File: config.mk
export PLATFORM = sky130hd
export DESIGN_NAME = lcws_div
export DESIGN_NICKNAME = d
export VERILOG_FILES = /design/src/lcws_pkg.sv /design/src/lcws_div.sv
export SDC_FILE = /design/constraint.sdc
export NUM_CORES = 1
export LEC_CHECK = 0
export ABC_AREA = 1
export BUFFER_PORTS_ARGS = -buffer_cell sky130_fd_sc_hd__buf_2
export CORE_ASPECT_RATIO = 1.25
export CORE_MARGIN = 2
export CORE_UTILIZATION = 49
export CTS_CLUSTER_SIZE = 16
export DETAILED_ROUTE_END_ITERATION = 16
export PLACE_DENSITY = 0.91
export SLEW_MARGIN = 20
export SYNTH_ARGS = -nofsm -noshare
export SYNTH_HDL_FRONTEND = slang
export SYNTH_SLANG_ARGS = --single-unit
File: constraint.sdc
create_clock -name clk -period 2.05 [get_ports clk]
set_input_delay 0.5125 -clock clk [delete_from_list [all_inputs] [get_ports clk]]
set_output_delay 0.5125 -clock clk [all_outputs]
set_load 0.01 [all_outputs]
File: src/lcws_pkg.sv
`timescale 1ns / 1ps

package lcws_pkg;

	localparam int DEPTH_DEF    = 24;
	localparam int RAW_BITS_DEF = 24;

	localparam int GRAMS_W    = 40;
	localparam int TIME_W     = 32;
	localparam int TARE_W     = 24;
	localparam int GAIN_W     = 32;
	localparam int LIMIT_W    = 16;
	localparam int CFG_W      = 32;
	localparam int CFG_IDX_W  = 2;
	localparam int FRAC_SHIFT = 16;
	localparam int FLAG_W     = 3;

	localparam logic signed [TARE_W-1:0] TARE_RST  = '0;
	localparam logic signed [GAIN_W-1:0] GAIN_RST  = 32'sd16777216;
	localparam logic [LIMIT_W-1:0]       LIMIT_RST = 16'd1000;

	typedef enum logic [CFG_IDX_W-1:0] {
		CFG_TARE  = 2'd0,
		CFG_GAIN  = 2'd1,
		CFG_CAL   = 2'd2,
		CFG_LIMIT = 2'd3
	} cfg_idx_t;

	typedef enum logic {
		OP_STORE = 1'b0,
		OP_QUERY = 1'b1
	} op_t;

	typedef enum logic [1:0] {
		ST_IDLE,
		ST_WALK,
		ST_DIV,
		ST_FIN
	} state_t;

	// handshake between the sequencer and the divider
	typedef struct packed {
		logic start;
	} div_req_t;

	typedef struct packed {
		logic done;
	} div_rsp_t;

endpackage

File: src/lcws_div.sv
`timescale 1ns / 1ps

module lcws_div #(
	parameter int N_W = 45,
	parameter int D_W = 5
) (
	input  logic                clk,
	input  logic                arst_n,
	input  lcws_pkg::div_req_t  req,
	input  logic [N_W-1:0]      dividend,
	input  logic [D_W-1:0]      divisor,
	output lcws_pkg::div_rsp_t  rsp,
	output logic [N_W-1:0]      quotient
);
	import lcws_pkg::*;

	localparam int STEP_W = $clog2(N_W + 1);

	logic              busy_q;
	logic              done_q;
	logic [STEP_W-1:0] step_q;
	logic [N_W-1:0]    quo_q;
	logic [D_W-1:0]    rem_q;

	logic [D_W:0]      rem_sh;
	logic              fits;
	logic [D_W-1:0]    rem_nx;

	// restoring division, one quotient bit per cycle
	always_comb begin
		rem_sh = {rem_q, quo_q[N_W-1]};
		fits   = (rem_sh >= {1'b0, divisor});
		rem_nx = fits ? D_W'(rem_sh - {1'b0, divisor}) : rem_sh[D_W-1:0];
	end

	always_ff @(posedge clk or negedge arst_n) begin
		if (!arst_n) begin
			busy_q <= 1'b0;
			done_q <= 1'b0;
			step_q <= '0;
		end else begin
			done_q <= 1'b0;
			if (req.start) begin
				busy_q <= 1'b1;
				step_q <= STEP_W'(N_W);
			end else if (busy_q) begin
				step_q <= step_q - 1'b1;
				if (step_q == STEP_W'(1)) begin
					busy_q <= 1'b0;
					done_q <= 1'b1;
				end
			end
		end
	end

	always_ff @(posedge clk) begin
		if (req.start) begin
			quo_q <= dividend;
			rem_q <= '0;
		end else if (busy_q) begin
			quo_q <= {quo_q[N_W-2:0], fits};
			rem_q <= rem_nx;
		end
	end

	assign rsp.done = done_q;
	assign quotient = quo_q;

endmodule

==> metrics.md, run 1 <==
| Metric | Value |
|---|---|
| Outcome | finished clean |
| Fin. max-slew vios | 0 |
| Worst setup path startpoint | quotient[44] |
| Max_cap viols | 0 |
| Vias per cell | 4.95 |
| CTS Buffer Depth | 2 |
| Simple-Gate Fraction of Synth Area | 0.295 |
| DR DRC count | 0 |
| Critical path arrival | 2050 ps |
| CTS tree | done |
| RD Place Congestion | 0.849 |
| Clock transition at path regs | 70 ps |
| Nets | 467 |
| Layout cells sized above 1 | 0.316 |
| Mean Syn Cell Area | 9.10 um^2 |
| Cells after Synth | ~300 |
| Period minus WS final | 1780 ps |
| IO Count | 99 |
| Rows | 30 |
| R2r endpoint | rem_q[2] |
| Crit Path Class | reg2reg |
| TritonCTS Buffers | 9 |
| GRT Util Overall | 0.202 |
| Cts hold-fix bufs | 0 |
| Post-route cell area | between 3000 and 4000 um^2 |
| Pwr Density | 952 nW/um^2 |
| Initial antenna violation count | 0 |
| Area share of fa/ha/maj cells after synthesis | 0.0389 |
| Compound-Gate Fraction of Synth Area | 0.0190 |
| R2r setup slk | 270 ps |
| DRT Pass-1 Iters | 4 |
| Slew @ Worst Pin | approximately 990 ps |
| Synthesis-stage register bit count | 58 |
| Post-Synth XOR/XNOR Area | 0.00317 |
| Yosys cell types | 30 |
| TNS Setup | 0 ps |
| CP Launch Type | register |
| Detailed Place HPWL | 4360 um |
| Maximum VDD drop | roughly 620 uV |
| Reg2reg start | quotient[44] |
| Synthesized area | 2770 um^2 |
| Most frequent cells in the layout | 159 x nand2_1, 98 x buf_2, 45 x edfxtp_1, 19 x inv_1, 12 x nand3_1 |
| Slew Limit Headroom | 0.340 |
| Clk_lat worst skew | 330 ps |
| Synthesized Nets | 365 |
| Core area | 5440 um^2 |
| CTS HTree Levels | 3 |
| Dpl cell area | 3320 um^2 |
| Port-buffer cells | 98 |
| Register area share after synthesis | 0.597 |
| Crit share post-route | 0.867 |
| Routed via count | roughly 2400 |
| Critical path endpoint category | register |
| DRT iter0 DRCs | a little over 200 |
| Largest net degree at the start of global routing | 51 |
| Largest cells by area after synthesis | edfxtp_1 49%, nand2_1 22%, dfrtp_1 7.2%, dfxtp_1 3.6%, ha_1 3.2% |
| Yosys warning total | 0 |
| P&R area growth vs syn | 27.0% |
| Most common cell after layout, fill and taps aside | nand2_1 |
| Final setup vio count | 0 |
| Cts repair resizes | 0 |
| Mux share of post-synthesis cell area | 0 |
| Die Area | around 6300 um^2 |
| Total grt overflow | 0 |
| Synth top area share | 0.488 |
| Post-CTS Setup Inserts | 0 |
| Drt total wl | 6060 um |
| RSZ-0062 raised after global routing | false |
| Initial Util | 0.508 |
| Worst setup path end | rem_q[2] |
| Die Height | 88.0 um |
| First-pass GRT wire length | 9800 um |
| Clk sinks | 58 |
| Vias in the first global route | around 2200 |
| Final hold violations | 0 |
| Post-synth top area cell | edfxtp_1 |
| Leakage | 1.86 nW |
| Worst Hold Class | in2async |
| Detail Route Antenna Nets | 0 |
| Die width | about 71 um |
| Fmax | 563 MHz |
| Worst Path Required | between 2000 and 2500 ps |
| CP max FO | 8 |
| R2R depth | 11 |
| Routed len/inst | about 13 um |
| Largest family of logic cells by synthesized area | simple AND/OR/NAND/NOR gates |
| N_diodes | 0 |
| Filler instances | 443 |
| Root Driver | clkbuf_8 |
| Setup Skew | 11.2 ps |
-- final cells by class --
cell class	count	area, um^2	share of cell area
inverter	21	78.8	0.0224
tap	64	80.1	0.0228
timing repair buffer	102	520	0.148
clock buffer	10	128	0.0363
sequential	58	1650	0.470
multi-input combinational	214	986	0.281
clock inverter	6	67.6	0.0192
-- where the power goes --
group | leakage [nW] | total (mW) | switching, mW | internal, mW
Sequential | 0.625 | 1.53 | 0.101 | 1.43
Combinational | 1.14 | 0.789 | 0.456 | 0.334
Clock | 0.0925 | 1.03 | 0.462 | 0.563
Total | 1.86 | 3.34 | 1.02 | 2.33
-- worst min path at each step --
stage,slack [ps],startpoint,depth (start not counted),endpoint
detailed placement,370,arst_n,1,rsp
finish,20,arst_n,1,rsp
floorplan,220,arst_n,0,busy_q
global placement,360,arst_n,1,rsp
global route,9,arst_n,1,busy_q
CTS,7,arst_n,1,rsp
-- stage by stage --
stage / setup slack (ps) / std cells / util / hold WS, ps / total power, mW
2_1_floorplan: 0.272 / 304 / - / 217 / 2.09
3_3_place_gp: 247 / 459 / 0.609 / 364 / 2.31
3_5_place_dp: 209 / 459 / 0.609 / 368 / 2.34
4_1_cts: 251 / 475 / 0.645 / 6.89 / 3.38
5_1_grt: 130 / 475 / 0.645 / 8.70 / 3.56
6_report: 272 / 475 / 0.645 / 21.2 / 3.34
-- Yosys cell counts --
cell type  count
fa_1           1
inv_1         20
a31oi_1        2
nand2_2        2
nand3b_1       1
xnor2_1        1
a21oi_1        4
nand3_1       12
o21ai_0        1
nor2_1        10
o21ai_2        1
clkbuf_1       4
nor3_1         1
nand3_2        1
or2_1          1
inv_2          1
or2_4          1
edfxtp_1      45
nand3_4        1
nand2_1      159
dfrtp_1        8
buf_2          7
nor2_2         1
dfxtp_1        5
nor2_4         2
or2_2          2
ha_1           7
nor3b_1        1
nand4_1        1
o22ai_1        1
-- state kept, by name, summed over array words and instances, names as in the netlist --
| name | flops |
|---|---|
| rem_q | 5 |
| step_q | 6 |
| quotient | 45 |
| rsp | 1 |
| busy_q | 1 |
-- cells by family (layout without fill, tap and decap cells) --
family,count (synthesis),in the layout
AO/OA/AOI/OAI,9,9
XOR/XNOR,1,1
adder cells (fa/ha/maj),8,8
buffers and inverters,32,139
flip-flops,58,58
AND/OR/NAND/NOR,196,196
-- worst max-delay path, stage by stage, from the launching register on --
cell and delay (ps):
edfxtp_1 410, inv_1 110, ha_1 150, inv_1 50
fa_1 390, nand2_1 80, nand2_1 100, nand3_4 120
nand2_2 90, nand2_1 80, nand3_1 60, nand2_1 80
-- per-layer routing --
| layer | vias to the layer above | GRT usage | part of all wire |
|---|---|---|---|
| li1 | 1178 | - | - |
| met1 | 1092 | 0.253 | 0.41 |
| met2 | 78 | 0.339 | 0.52 |
| met3 | 4 | 0.0598 | 0.062 |
| met4 | 0 | 0.0635 | 0.0074 |
| met5 | - | 0 | 0 |
Power figures use the tool's default switching activity.
==> run 2, diff against run 1 <==
--- a/config.mk
+++ b/config.mk
@@ -5,7 +5,6 @@
 export SDC_FILE = /design/constraint.sdc
 export NUM_CORES = 1
 export LEC_CHECK = 0
-export ABC_AREA = 1
 export BUFFER_PORTS_ARGS = -buffer_cell sky130_fd_sc_hd__buf_2
 export CORE_ASPECT_RATIO = 1.25
 export CORE_MARGIN = 2
==> run 2 against run 1 <==
Against the previous run:
- the flow now finishes with violations (setup timing)
- maximum frequency shrank 17%
- non-clock buffer count grew 7
- register-to-register slack lost 350 ps
- first-iteration DRC count shrank 27%
- count of clock-buffer cells in the layout grew 2
- routed wire length shrank 4.8%
- final cell count shrank 23%
- clock power shrank 5%
- area after synthesis shrank 2.2%
- highest routed layer unchanged
==> metrics.md, run 2 <==
| Metric | Value |
|---|---|
| Outcome | complete, but fails checks |
| Failing checks | setup timing |
| R2R depth | 8 |
| Setup WS post-layout | -81.7 ps |
| Fin Hold WS | around 12 ps |
| CP max FO | 3 |
| Drt total wl | 5770 um |
| RD Place Congestion | 0.862 |
| Critical path endpoint category | register |
| Top FF cell, synth | edfxtp_1 |
| Routed len/inst | about 16 um |
| EDFF count, synth | 45 |
| Die width | around 70 um |
| Clock transition at path regs | 70 ps |
| Yosys cell types | 41 |
| Critical path arrival | 2220 ps |
| Vias in the first global route | 1916 |
| Synthesized area | 2710 um^2 |
| Fin util | 0.668 |
| Crit Path Class | reg2reg |
| N_diodes | 0 |
| Dpl cell area | 3320 um^2 |
| Post-route cell area | 3580 um^2 |
| Mean Syn Cell Area | between 10 and 15 um^2 |
| First-pass GRT wire length | 8640 um |
| DR DRC count | 0 |
| Synth top area share | 0.499 |
| Total grt overflow | 0 |
| Synthesized Nets | ~250 |
| TritonCTS Buffers | 9 |
| Post-synth top area cell | edfxtp_1 |
| Period minus WS final | 2130 ps |
| Filler instances | 415 |
| CTS HTree Levels | 3 |
| Largest net degree at the start of global routing | 61 |
| Rows | 30 |
| TNS Setup | -203 ps |
| CTS Buffer Depth | 2 |
| Initial antenna violation count | 0 |
| Slew @ Worst Pin | 545 ps |
| Final setup vio count | 4 |
| Vias per cell | roughly 5.3 |
| P&R area growth vs syn | 32.5% |
| Crit share post-route | 1.04 |
| IO Count | 99 |
| Setup Skew | about 10 ps |
| Root Driver | clkbuf_8 |
| Detailed Place HPWL | 3950 um |
| RSZ-0062 raised after global routing | true |
| Cells after Synth | about 190 |
| Pwr Density | roughly 940 nW/um^2 |
| Fin. max-slew vios | 0 |
| Leakage | 1.60 nW |
| DRT iter0 DRCs | 149 |
| Clk sinks | 58 |
| Routed via count | 1922 |
| Setup WS pre-CTS | -250 ps |
| Largest cells by area after synthesis | edfxtp_1 50%, mux2_2 19%, dfrtp_1 7.4%, dfxtp_1 3.7%, ha_1 3.2% |
| Fmax | 469 MHz |
| Ys async rst share | 0.138 |
| Die Height | 87.1 um |
| Max_cap viols | 0 |
| Largest register FFs | 45 |
| Slew Limit Headroom | 0.631 |
| Worst Path Required | around 2100 ps |
| Layout cells sized above 1 | 0.589 |
| Die Area | ~6000 um^2 |
| Detail Route Antenna Nets | 0 |
| Synthesis-stage register bit count | a little under 60 |
| Synth cell count leaders | 45 x edfxtp_1, 45 x mux2_2, 9 x inv_1, 9 x nor2_1, 8 x dfrtp_1 |
| Nets | 358 |
| Yosys warning total | 0 |
| Core area | roughly 5400 um^2 |
| Maximum VDD drop | 572 uV |
| CP Launch Type | register |
| CTS tree | done |
| Clk_lat worst skew | 330 ps |
| Worst Hold Class | in2async |
| Cts hold-fix bufs | 0 |
| Port-buffer cells | 98 |
| GRT Util Overall | 0.189 |
| DRT Pass-1 Iters | 4 |
| Most frequent cells in the layout | 98 x buf_2, 45 x edfxtp_1, 44 x mux2_2, 9 x clkbuf_8 |
| Register area share after synthesis | 0.610 |
| Most common cell after layout, fill and taps aside | buf_2 |
| Final hold violations | 0 |
| Initial Util | 0.504 |
[run 2: cell types whose count changed after synthesis, sizes merged, moves of 3 or more]
cell and change:
nand3 -13, nand2b +3, or2 -4, xor2 +3, nor2 -4, inv -12
mux2 +45, nand2 -154
[run 2: layout make-up]
cell class                 count  area [um^2]  share of cell area
clock buffer                  12          135              0.0377
clock inverter                 4         43.8              0.0122
inverter                       9         37.5              0.0105
multi-input combinational    110         1030               0.289
sequential                    58         1650               0.461
tap                           64         80.1              0.0223
timing repair buffer         109          602               0.168
[run 2: layer usage]
| metal | global-route usage | part of all wire | vias up |
|---|---|---|---|
| met5 | 0 | 0 | - |
| met4 | 0.110 | 0.024 | 0 |
| met3 | 0.0359 | 0.043 | 13 |
| met2 | 0.329 | 0.53 | 62 |
| met1 | 0.216 | 0.40 | 930 |
| li1 | - | - | 917 |
[run 2: where the power goes]
part / switching, mW / internal [mW] / total (mW)
combinational: 0.406 / 0.443 / 0.849
sequential: 0.0990 / 1.45 / 1.55
clock: 0.429 / 0.554 / 0.983
[run 2: cells by family after synthesis]
logic type,share of synthesized area
buffers and inverters,0.0263
AOI/OAI and AO/OA,0.0453
muxes,0.191
and+or+nand+nor,0.0680
DFF,0.610
adders and majority gates,0.0398
xor gates and xnor gates,0.0194
[run 2: timing repair]
item / 4_1_cts / 5_1_grt
cloned: 0 / 0
resized for setup: 5 / 6
setup buffers: 4 / 1
pin swaps: 6 / 6
setup endpoints to repair: 4 / 6
[run 2: final timing paths]
kind	endpoint	from	slack (ps)
setup reg to reg	quotient[0]	quotient[44]	-80
hold reg to reg	rem_q[4]	rem_q[4]	470
hold / removal	busy_q	arst_n	10
min in group clk	rem_q[4]	rem_q[4]	470
max in group asynchronous	step_q[5]	arst_n	1860
setup / recovery	quotient[0]	quotient[44]	-80
[run 2: critical path, stage by stage (launching register included)]
cell	delay (ps)
edfxtp_1	400
inv_2	90
ha_4	130
inv_2	30
fa_2	340
a21o_1	200
o211ai_1	260
nand2_1	150
mux2_4	280
[run 2: metrics by stage]
step	total power [mW]	instances
2_1_floorplan	2.01	186
3_5_place_dp	2.31	345
6_report	3.38	366
5_1_grt	3.54	366
4_1_cts	3.32	365
3_3_place_gp	2.27	345
==> run 3, diff against run 2 <==
--- a/config.mk
+++ b/config.mk
@@ -16,3 +16,4 @@
 export SYNTH_ARGS = -nofsm -noshare
 export SYNTH_HDL_FRONTEND = slang
 export SYNTH_SLANG_ARGS = --single-unit
+export TNS_END_PERCENT = 1
==> run 3 against run 2 <==
Against the previous run:
- the flow finishes with violations (hold timing, setup timing)
- die area did not move
- cell area barely moved
- sequential power barely moved
- critical path type unchanged
==> metrics.md, run 3 (same netlist as run 2, synthesis figures left out) <==
| Metric | Value |
|---|---|
| Detail Route Antenna Nets | 0 |
| Final hold violations | 3 |
| RD Place Congestion | 0.848 |
| Max_cap viols | 0 |
| Reg2reg start | quotient[44] |
| Total grt overflow | 0 |
| CP Launch Type | register |
| Most common cell after layout, fill and taps aside | buf_2 |
| Worst Hold Class | in2async |
| Rows | 30 |
| Worst Path Required | 2280 ps |
| Final setup vio count | 3 |
| Die Height | 87.1 um |
| Fmax | 479 MHz |
| Maximum VDD drop | 511 uV |
| Setup WS pre-CTS | -246 ps |
| Core area | 5370 um^2 |
| Nets | 360 |
| Finished Layout Cells | 368 |
| TritonCTS Buffers | 9 |
| N_diodes | 0 |
| CP max FO | 3 |
| Slew Limit Headroom | 0.615 |
| Slowest CP cell | edfxtp_1 |
| RSZ-0062 raised after global routing | true |
| Critical Path Most Common Cell | inv_2 |
| DR DRC count | 0 |
| Initial Util | 0.504 |
| P&R area growth vs syn | 32.5% |
| Routed via count | 1953 |
| GRT Util Overall | 0.196 |
| CTS tree | done |
| Crit share post-route | 1.02 |
| First-pass GRT wire length | 9030 um |
| Slew @ Worst Pin | about 570 ps |
| Leakage | 1.61 nW |
| Setup WS post-layout | -38.3 ps |
| Layout cells sized above 1 | 0.595 |
| Drt total wl | 5880 um |
| Clock transition at path regs | 70 ps |
| Outcome | complete, but fails checks |
| Setup Skew | 9.71 ps |
| Port-buffer cells | between 90 and 100 |
| Die width | 70.5 um |
| Detailed Place HPWL | 4100 um |
| Cts hold-fix bufs | 0 |
| Pwr Density | 944 nW/um^2 |
| Failing checks | hold timing, setup timing |
| IO Count | 99 |
| Clk_lat worst skew | 340 ps |
| DRT iter0 DRCs | slightly below 200 |
| Routed len/inst | 16.0 um |
| Vias per cell | 5.31 |
| Critical path endpoint category | register |
| Fin Hold WS | -0.343 ps |
| Vias in the first global route | 1954 |
| Dpl cells | about 350 |
| Fin. max-slew vios | 0 |
| Root Driver | clkbuf_8 |
| R2r setup slk | -40 ps |
| CTS Buffer Depth | 2 |
| DRT Pass-1 Iters | 4 |
| Critical path arrival | ~2300 ps |
| Crit Path Class | reg2reg |
| Largest net degree at the start of global routing | 46 |
| Worst setup path startpoint | quotient[44] |
| Die Area | 6140 um^2 |
| Period minus WS final | 2090 ps |
| CP Cell Sequence | inv_2 > ha_4 > inv_2 > fa_2 > a21o_1 > o211a_1 > or3_1 > a32o_1 |
| Initial antenna violation count | 0 |
| Max stage delay on crit path | 390 ps |
| Most frequent cells in the layout | 98 x buf_2, 45 x mux2_2, 45 x edfxtp_1, 11 x buf_4, 9 x clkbuf_8 |
| CTS HTree Levels | 3 |
| Largest register FFs | 45 |
| Clk sinks | 58 |
## run 3: final timing paths
check / to / cells after the start
setup / recovery: rem_q[4] / 8
hold / removal: step_q[2] / 1
setup reg to reg: rem_q[4] / 8
hold reg to reg: rem_q[4] / 1
max in group asynchronous: step_q[1] / 1
min in group clk: quotient[11] / 2
## run 3: repair_timing
| action | 4_1_cts | 5_1_grt |
|---|---|---|
| pin swaps | 5 | 4 |
| setup endpoints to repair | 4 | 6 |
| setup buffers | 3 | 2 |
| gates resized for setup | 5 | 2 |
## run 3: layout make-up
class,instances,area (um^2)
Fill cell,397,1780
Clock buffer,10,128
Inverter,9,37.5
Multi-Input combinational cell,110,1020
Timing Repair Buffer,111,613
Tap cell,64,80.1
Sequential cell,58,1650
Clock inverter,6,57.6
## run 3: critical path, delay by kind of cell (launching register included)
kind | cells | cell delay, ps
buffers and inverters | 2 | 130
AOI/OAI and AO/OA | 3 | 700
DFF | 1 | 390
and+or+nand+nor | 1 | 320
adders and majority gates | 2 | 450
## run 3: per-stage QoR
| stage | hold WS (ps) | instance area, um^2 | total power [mW] | TNS [ps] | utilization |
|---|---|---|---|---|---|
| floorplan | 217 | 2740 | 2.01 | -2670 | - |
| global placement | 364 | 3340 | 2.28 | -457 | 0.622 |
| detailed placement | 369 | 3340 | 2.32 | -935 | 0.622 |
| CTS | 1.57 | 3570 | 3.35 | -133 | 0.664 |
| global route | 7.81 | 3590 | 3.55 | -607 | 0.668 |
| finish | -0.343 | 3590 | 3.39 | -89.5 | 0.668 |
## run 3: layer usage
| metal | vias to the layer above | wire [um] | track usage |
|---|---|---|---|
| met1 | 933 | 2280 | 0.219 |
| met4 | 0 | 157 | 0.110 |
| met5 | - | 0 | 0 |
| li1 | 922 | - | - |
| met2 | 82 | 3100 | 0.345 |
| met3 | 16 | 350 | 0.0417 |
## run 3: power by group
part	total [mW]	internal [mW]	switching, mW
Combinational	0.833	0.432	0.401
Sequential	1.54	1.45	0.0964
Clock	1.01	0.552	0.460
